File: src/gfconv_pkg.sv
`timescale 1ns / 1ps
// Shared types and constants for the GF(2^N) representation converter.
// No dependencies; used by the top level and its port checker.
package gfconv_pkg;

	localparam int FIELD_DEGREE_DEF = 8;
	localparam int MAX_DEGREE       = 16;

	localparam int ELEM_W  = 8;   // payload width of src/dst elements
	localparam int REG_W   = 8;   // configuration register width
	localparam int CFG_IDX_W = 8;

	// configuration register indexes
	localparam logic [CFG_IDX_W-1:0] REG_SRC_MOD = 8'd0;
	localparam logic [CFG_IDX_W-1:0] REG_SRC_GEN = 8'd1;
	localparam logic [CFG_IDX_W-1:0] REG_DST_MOD = 8'd2;
	localparam logic [CFG_IDX_W-1:0] REG_DST_GEN = 8'd3;

	localparam logic [REG_W-1:0] SRC_MOD_RST = 8'd29;
	localparam logic [REG_W-1:0] SRC_GEN_RST = 8'd2;
	localparam logic [REG_W-1:0] DST_MOD_RST = 8'd27;
	localparam logic [REG_W-1:0] DST_GEN_RST = 8'd3;

	typedef enum logic [2:0] {
		ST_IDLE = 3'b001,
		ST_RUN  = 3'b010,
		ST_DONE = 3'b100
	} state_t;

endpackage

File: src/gf2n_field_representation_convert.sv
`timescale 1ns / 1ps
// GF(2^N) representation converter: discrete log in the source field,
// exponentiation in the destination field. Uses gfconv_pkg.
//
// Channel   Dir  Handshake            Payload
// s_axis    in   s_tvalid / s_tready  s_tdata[7:0] = src_element
// m_axis    out  m_tvalid / m_tready  m_tdata[7:0] = dst_element, m_tuser = not_found
// cfg       in   cfg_valid/cfg_ready  cfg_index = register, cfg_data = value
//
// A zero input goes straight to the result; otherwise the search stops at a
// match at power k, or after the last power, 2^N-2, when nothing matches.
// The search speed is set by the single step unit: one multiply-and-reduce pair per cycle.
// Reset puts the config registers at their documented defaults; no clearing pass.
// One item is in flight at a time; s_tready is low from accept until the
// result transaction completes, and a stalled result simply holds.
module gf2n_field_representation_convert #(
	parameter int FIELD_DEGREE = gfconv_pkg::FIELD_DEGREE_DEF
) (
	input  logic                                clk,
	input  logic                                arst_n,
	// input stream
	input  logic                                s_tvalid,
	output logic                                s_tready,
	input  logic [gfconv_pkg::ELEM_W-1:0]       s_tdata,   // [7:0] src_element
	// result stream
	output logic                                m_tvalid,
	input  logic                                m_tready,
	output logic [gfconv_pkg::ELEM_W-1:0]       m_tdata,   // [7:0] dst_element
	output logic                                m_tuser,   // [0] not_found
	// configuration writes
	input  logic                                cfg_valid,
	output logic                                cfg_ready,
	input  logic [gfconv_pkg::CFG_IDX_W-1:0]    cfg_index,
	input  logic [gfconv_pkg::REG_W-1:0]        cfg_data
);

	localparam int N = FIELD_DEGREE;
	localparam int CMP_W = gfconv_pkg::MAX_DEGREE;
	// last step index of the search, 2^N - 2
	localparam logic [N-1:0] LAST_STEP = N'((1 << N) - 2);

	// multiply by generator and reduce mod x^N + low, MSB-first shift/xor
	function automatic logic [N-1:0] fmul(input logic [N-1:0] a, input logic [N-1:0] b,
		input logic [N-1:0] low);
		logic [N-1:0] r;
		logic         carry;
		r = '0;
		for (int i = N - 1; i >= 0; i--) begin
			carry = r[N-1];
			r = r << 1;
			if (carry) begin
				r = r ^ low;
			end
			if (b[i]) begin
				r = r ^ a;
			end
		end
		return r;
	endfunction

	// configuration registers
	logic [gfconv_pkg::REG_W-1:0] src_mod_q, src_gen_q, dst_mod_q, dst_gen_q;

	gfconv_pkg::state_t state_q;
	logic [gfconv_pkg::ELEM_W-1:0] target_q;   // element being searched for
	logic [N-1:0] p1_q, p2_q;                  // src and dst power chains
	logic [N-1:0] step_q;
	logic [gfconv_pkg::ELEM_W-1:0] res_q;
	logic nf_q;

	logic [N-1:0] src_gen, dst_gen, src_low, dst_low;
	logic [N-1:0] p1_nxt, p2_nxt;
	logic hit;
	logic in_acc, out_acc;

	// register bits at or above x^N are ignored
	assign src_gen = N'(src_gen_q);
	assign dst_gen = N'(dst_gen_q);
	assign src_low = N'(src_mod_q);
	assign dst_low = N'(dst_mod_q);

	// the step unit: advances both chains one power
	assign p1_nxt = fmul(p1_q, src_gen, src_low);
	assign p2_nxt = fmul(p2_q, dst_gen, dst_low);

	// unreduced inputs can never match a reduced power
	assign hit = (CMP_W'(p1_q) == CMP_W'(target_q));

	assign s_tready  = (state_q == gfconv_pkg::ST_IDLE);
	assign m_tvalid  = (state_q == gfconv_pkg::ST_DONE);
	assign m_tdata   = res_q;
	assign m_tuser   = nf_q;
	assign cfg_ready = 1'b1;
	assign in_acc    = s_tvalid && s_tready;
	assign out_acc   = m_tvalid && m_tready;

	always_ff @(posedge clk or negedge arst_n) begin
		if (!arst_n) begin
			src_mod_q <= gfconv_pkg::SRC_MOD_RST;
			src_gen_q <= gfconv_pkg::SRC_GEN_RST;
			dst_mod_q <= gfconv_pkg::DST_MOD_RST;
			dst_gen_q <= gfconv_pkg::DST_GEN_RST;
		end else if (cfg_valid && cfg_ready) begin
			case (cfg_index)
				gfconv_pkg::REG_SRC_MOD: src_mod_q <= cfg_data;
				gfconv_pkg::REG_SRC_GEN: src_gen_q <= cfg_data;
				gfconv_pkg::REG_DST_MOD: dst_mod_q <= cfg_data;
				gfconv_pkg::REG_DST_GEN: dst_gen_q <= cfg_data;
				default: ;   // unknown index: dropped
			endcase
		end
	end

	// sequencer
	always_ff @(posedge clk or negedge arst_n) begin
		if (!arst_n) begin
			state_q <= gfconv_pkg::ST_IDLE;
		end else begin
			case (state_q)
				gfconv_pkg::ST_IDLE: begin
					if (in_acc) begin
						state_q <= (s_tdata == '0) ? gfconv_pkg::ST_DONE : gfconv_pkg::ST_RUN;
					end
				end
				gfconv_pkg::ST_RUN: begin
					if (hit || step_q == LAST_STEP) begin
						state_q <= gfconv_pkg::ST_DONE;
					end
				end
				gfconv_pkg::ST_DONE: begin
					if (out_acc) begin
						state_q <= gfconv_pkg::ST_IDLE;
					end
				end
				default: state_q <= gfconv_pkg::ST_IDLE;
			endcase
		end
	end

	// datapath, no reset needed
	always_ff @(posedge clk) begin
		if (in_acc) begin
			target_q <= s_tdata;
			p1_q     <= N'(1);
			p2_q     <= N'(1);
			step_q   <= '0;
			res_q    <= '0;      // zero maps to zero
			nf_q     <= 1'b0;
		end else if (state_q == gfconv_pkg::ST_RUN) begin
			if (hit) begin
				res_q <= gfconv_pkg::ELEM_W'(p2_q);
				nf_q  <= 1'b0;
			end else if (step_q == LAST_STEP) begin
				res_q <= '0;
				nf_q  <= 1'b1;
			end else begin
				p1_q   <= p1_nxt;
				p2_q   <= p2_nxt;
				step_q <= step_q + 1'b1;
			end
		end
	end

endmodule

File: config.mk
export PLATFORM = sky130hd
export DESIGN_NAME = gf2n_field_representation_convert
export DESIGN_NICKNAME = d
export VERILOG_FILES = /design/src/gfconv_pkg.sv /design/src/gf2n_field_representation_convert.sv
export SDC_FILE = /design/constraint.sdc
export NUM_CORES = 1
export LEC_CHECK = 0
export BUFFER_PORTS_ARGS = -buffer_cell sky130_fd_sc_hd__buf_4
export CAP_MARGIN = 20
export CORE_MARGIN = 5
export CORE_UTILIZATION = 30
export DETAILED_ROUTE_END_ITERATION = 8
export PLACE_DENSITY_LB_ADDON = 0.3
export REMOVE_ABC_BUFFERS = 1
export SYNTH_ARGS = -nofsm -noshare
export SYNTH_HDL_FRONTEND = slang
export SYNTH_SLANG_ARGS = --single-unit
File: constraint.sdc
create_clock -name clk -period 3.3 [get_ports clk]
set_clock_uncertainty 0.1 [all_clocks]
set_input_delay 0.66 -clock clk [delete_from_list [all_inputs] [get_ports clk]]
set_output_delay 0.66 -clock clk [all_outputs]
set_load 0.02 [all_outputs]
==> flow_summary_export.csv <==
group,metric,value,unit
synthesis,postSynth.asyncResetShare,46.1,%
route,wire_per_inst,14.6,µm
synthesis,yosysTopAreaCell,"xnor2_1",
floorplanning,design.core.area,22600,µm²
power_and_ir_drop,p_total,3810,µW
synthesis,yosysUniqueCellTypes,78,
floorplanning,rows,55,
timing,fmax,0.279,GHz
floorplanning,io_pins,41,
place,place_area,7940,µm²
timing,hold_viol,0,
route,vias,5793,
clock_tree,cts_root_buffer,"clkbuf_16",
clock_tree,cts_max_level,3,
timing,finalSetupViolations,16,
critical_path,crit_required,3450,ps
min_path,hold_class,"in2async",
global_routing,grt_overflow,0,
global_routing,track_usage,14.0,%
clock_tree,cts_made_buffers,9,
clock_tree,hold_buffers,0,
layout,final_common_cell,"nand2_1",
global_routing,antenna_found_initial,0,
timing,fin_crit_sh,109,%
timing,fin_ws,-285,ps
place,io_buffers,39,
route,routed_wl,17900,µm
timing,drv_slew,0,
synthesis,synth_top_area_share,19.1,%
synthesis,synth_area,6840,µm²
critical_path,crit_fanout,8,
timing,worst_pin_slew,673,ps
power_and_ir_drop,leakage,0.00331,µW
synthesis,yosysSeqAreaShare,26.2,%
place,hpwl,13500,µm
critical_path,worstSetupEndpointType,"flip-flop",
synthesis,avgSynthCellArea,8.20,µm²
clock_tree,clk_transition_reported_paths,60,ps
job,drv_cap,0,
route,first_iter_violations,288,
synthesis,synth_edf_count,8,
layout,nets,966,
timing,layout_min_cycle_time,3580,ps
timing,maxSlewHeadroom,55.0,%
synthesis,synth-seq-cells,76,
route,dr.pass1.iters,4,
critical_path,slowest_stage,"dfrtp_1",
floorplanning,die_w,161,µm
clock_tree,clk_latency,340,ps
global_routing,grt_max_degree,36,
global_routing,grt_pass1_wl,29900,µm
floorplanning,die_h,161,µm
floorplanning,initial_utilization,30.3,%
critical_path,start_kind,"flip-flop",
layout,area_growth,25.8,%
layout,final_cell_mix,"204 x nand2_1, 150 x buf_4, 139 x xnor2_1, 35 x o21ai_0, 34 x mux2_2",
synthesis,yosys_warnings,0,
route,drc,0,
global_routing,grt_pass1_vias,5604,
critical_path,cpPeakStageDelay,420,ps
synthesis,yosys-top-cells-area,"xnor2_1 19%, nand2_1 12%, dfxtp_1 9.7%",
power_and_ir_drop,ir_worst_vdd,255,µV
critical_path,crit_chain,"buf_6 > a21boi_0 > o22ai_2 > or2_1 > xor2_1 > a32o_1 > nor4_2 > a2bb2oi_2 > mux2_4 > a21oi_4 > xnor2_4 > nand2_1 > mux2i_1 > o31ai_1",
floorplanning,dieArea,25900,µm²
layout,nFillCells,2336,
synthesis,synth_ff_type,"dfxtp_1",
timing,rsz0062_at_grt,"true",
layout,fin_area,8610,µm²
layout,drive_gt1_share,31.0,%
clock_tree,cts_sinks,76,
run_status,status,"complete, but fails checks",
critical_path,setup.worst_path.class,"reg2reg",
place,post-place-cells,1194,
power_and_ir_drop,powerDensity,442,nW/µm²
place,place.gp.congestion,0.862,
layout,diodes,0,
clock_tree,cts_buffer_depth,2,
route,post_drt_via_cell_ratio,4.73,
synthesis,synthCells,834,
route,antenna_left,0,
clock_tree,cts_tree,"done",
run_status,failed_checks,"negative setup slack",
critical_path,crit_arrival,3730,ps
layout,layout.cells.non_filler,1225,
==> power breakdown <==
group          switching (µW)  internal (µW)  total (µW)
clock                     406            586         992
sequential                135           1090        1220
combinational             846            744        1590
==> worst paths after layout <==
check / startpoint / end / slack [ps] / cells past startpoint
max in group asynchronous: arst_n / dst_low[4]$_DFFE_PN1P_ / 2580 / 1
setup reg to reg: dst_gen[7]$_DFFE_PN0P_ / p2_q[0]$_SDFFE_PP1P_ / -280 / 14
hold reg to reg: step_q[5]$_SDFFE_PP0P_ / step_q[5]$_SDFFE_PP0P_ / 390 / 2
min in group clk: step_q[5]$_SDFFE_PP0P_ / step_q[5]$_SDFFE_PP0P_ / 390 / 2
hold / removal: arst_n / state_q[2]$_DFFE_PN0P_ / 160 / 1
setup / recovery: dst_gen[7]$_DFFE_PN0P_ / p2_q[0]$_SDFFE_PP1P_ / -280 / 14
==> critical path: cells and delay by family (launching register included) <==
kind | cells | cell delay [ps]
buf+inv | 1 | 140
flops | 1 | 420
mux | 2 | 460
compound gates | 6 | 1260
xor+xnor | 2 | 390
simple gates | 3 | 720
==> logic make-up after synthesis <==
family          after synthesis  synth area share (%)
simple gates                320                  21.6
xor+xnor                    196                  27.6
compound gates              124                  12.1
flops                        76                  26.2
buf+inv                      73                  5.18
mux                          42                  6.93
fa+ha+maj                     2                 0.366
other cells                   1                0.0548
==> cell usage after synthesis (all sizes together), types with 5 or more instances <==
master  count
a21boi     10
a21oi      22
a22oi       8
a32oi       7
and3b       8
buf        28
clkbuf     39
dfrtp      23
dfstp      12
dfxtp      33
edfxtp      8
inv         6
mux2       37
mux2i       5
nand2     213
nand2b      6
nand3       9
nand3b      5
nor2       31
nor3        5
nor3b       7
nor4        5
o21a        5
o21ai      45
or3         6
xnor2     154
xnor3       7
xor2       35
==> state kept, by name, summed over array words and instances, names as in the netlist <==
signal	flops
p2_q	8
target_q	8
dst_low	8
dst_gen	8
m_tdata	8
step_q	8
state_q	3
src_low	8
src_gen	8
p1_q	8
m_tuser	1
==> stage by stage <==
stage	setup TNS [ps]	util (%)	setup slack, ps	hold slack [ps]
5_1_grt	-6100	38.1	-456	191
3_5_place_dp	-4800	35.2	-389	381
6_report	-3120	38.1	-285	159
4_1_cts	-2510	37.4	-206	168
2_1_floorplan	-7780	-	-636	264
3_3_place_gp	-3660	35.2	-327	368
==> routing by layer <==
layer	routed length, µm	share of wire, %	GRT usage, %	vias to the layer above
met5	0	0	0	-
met1	8350	47	18.5	2751
li1	-	-	-	2968
met2	8940	50	24.4	60
met3	441	2.5	2.07	14
met4	184	1.0	2.40	0
==> timing repair <==
action,4_1_cts,5_1_grt
resized for setup,33,29
setup buffers,8,6
pin swaps,46,28
setup endpoints to repair,16,16
cloned,1,0
endpoints found under the hold margin,0,0
==> cell type report <==
| cell class | instances | area (µm²) | area share [%] |
|---|---|---|---|
| clock buffer | 10 | 229 | 2.66 |
| clock inverter | 6 | 63.8 | 0.741 |
| inverter | 6 | 22.5 | 0.262 |
| multi-input combinational | 685 | 4940 | 57.4 |
| sequential | 76 | 1800 | 20.9 |
| tap | 285 | 357 | 4.14 |
| timing repair buffer | 157 | 1200 | 13.9 |
Note: power is estimated with default switching activity, not from simulation.
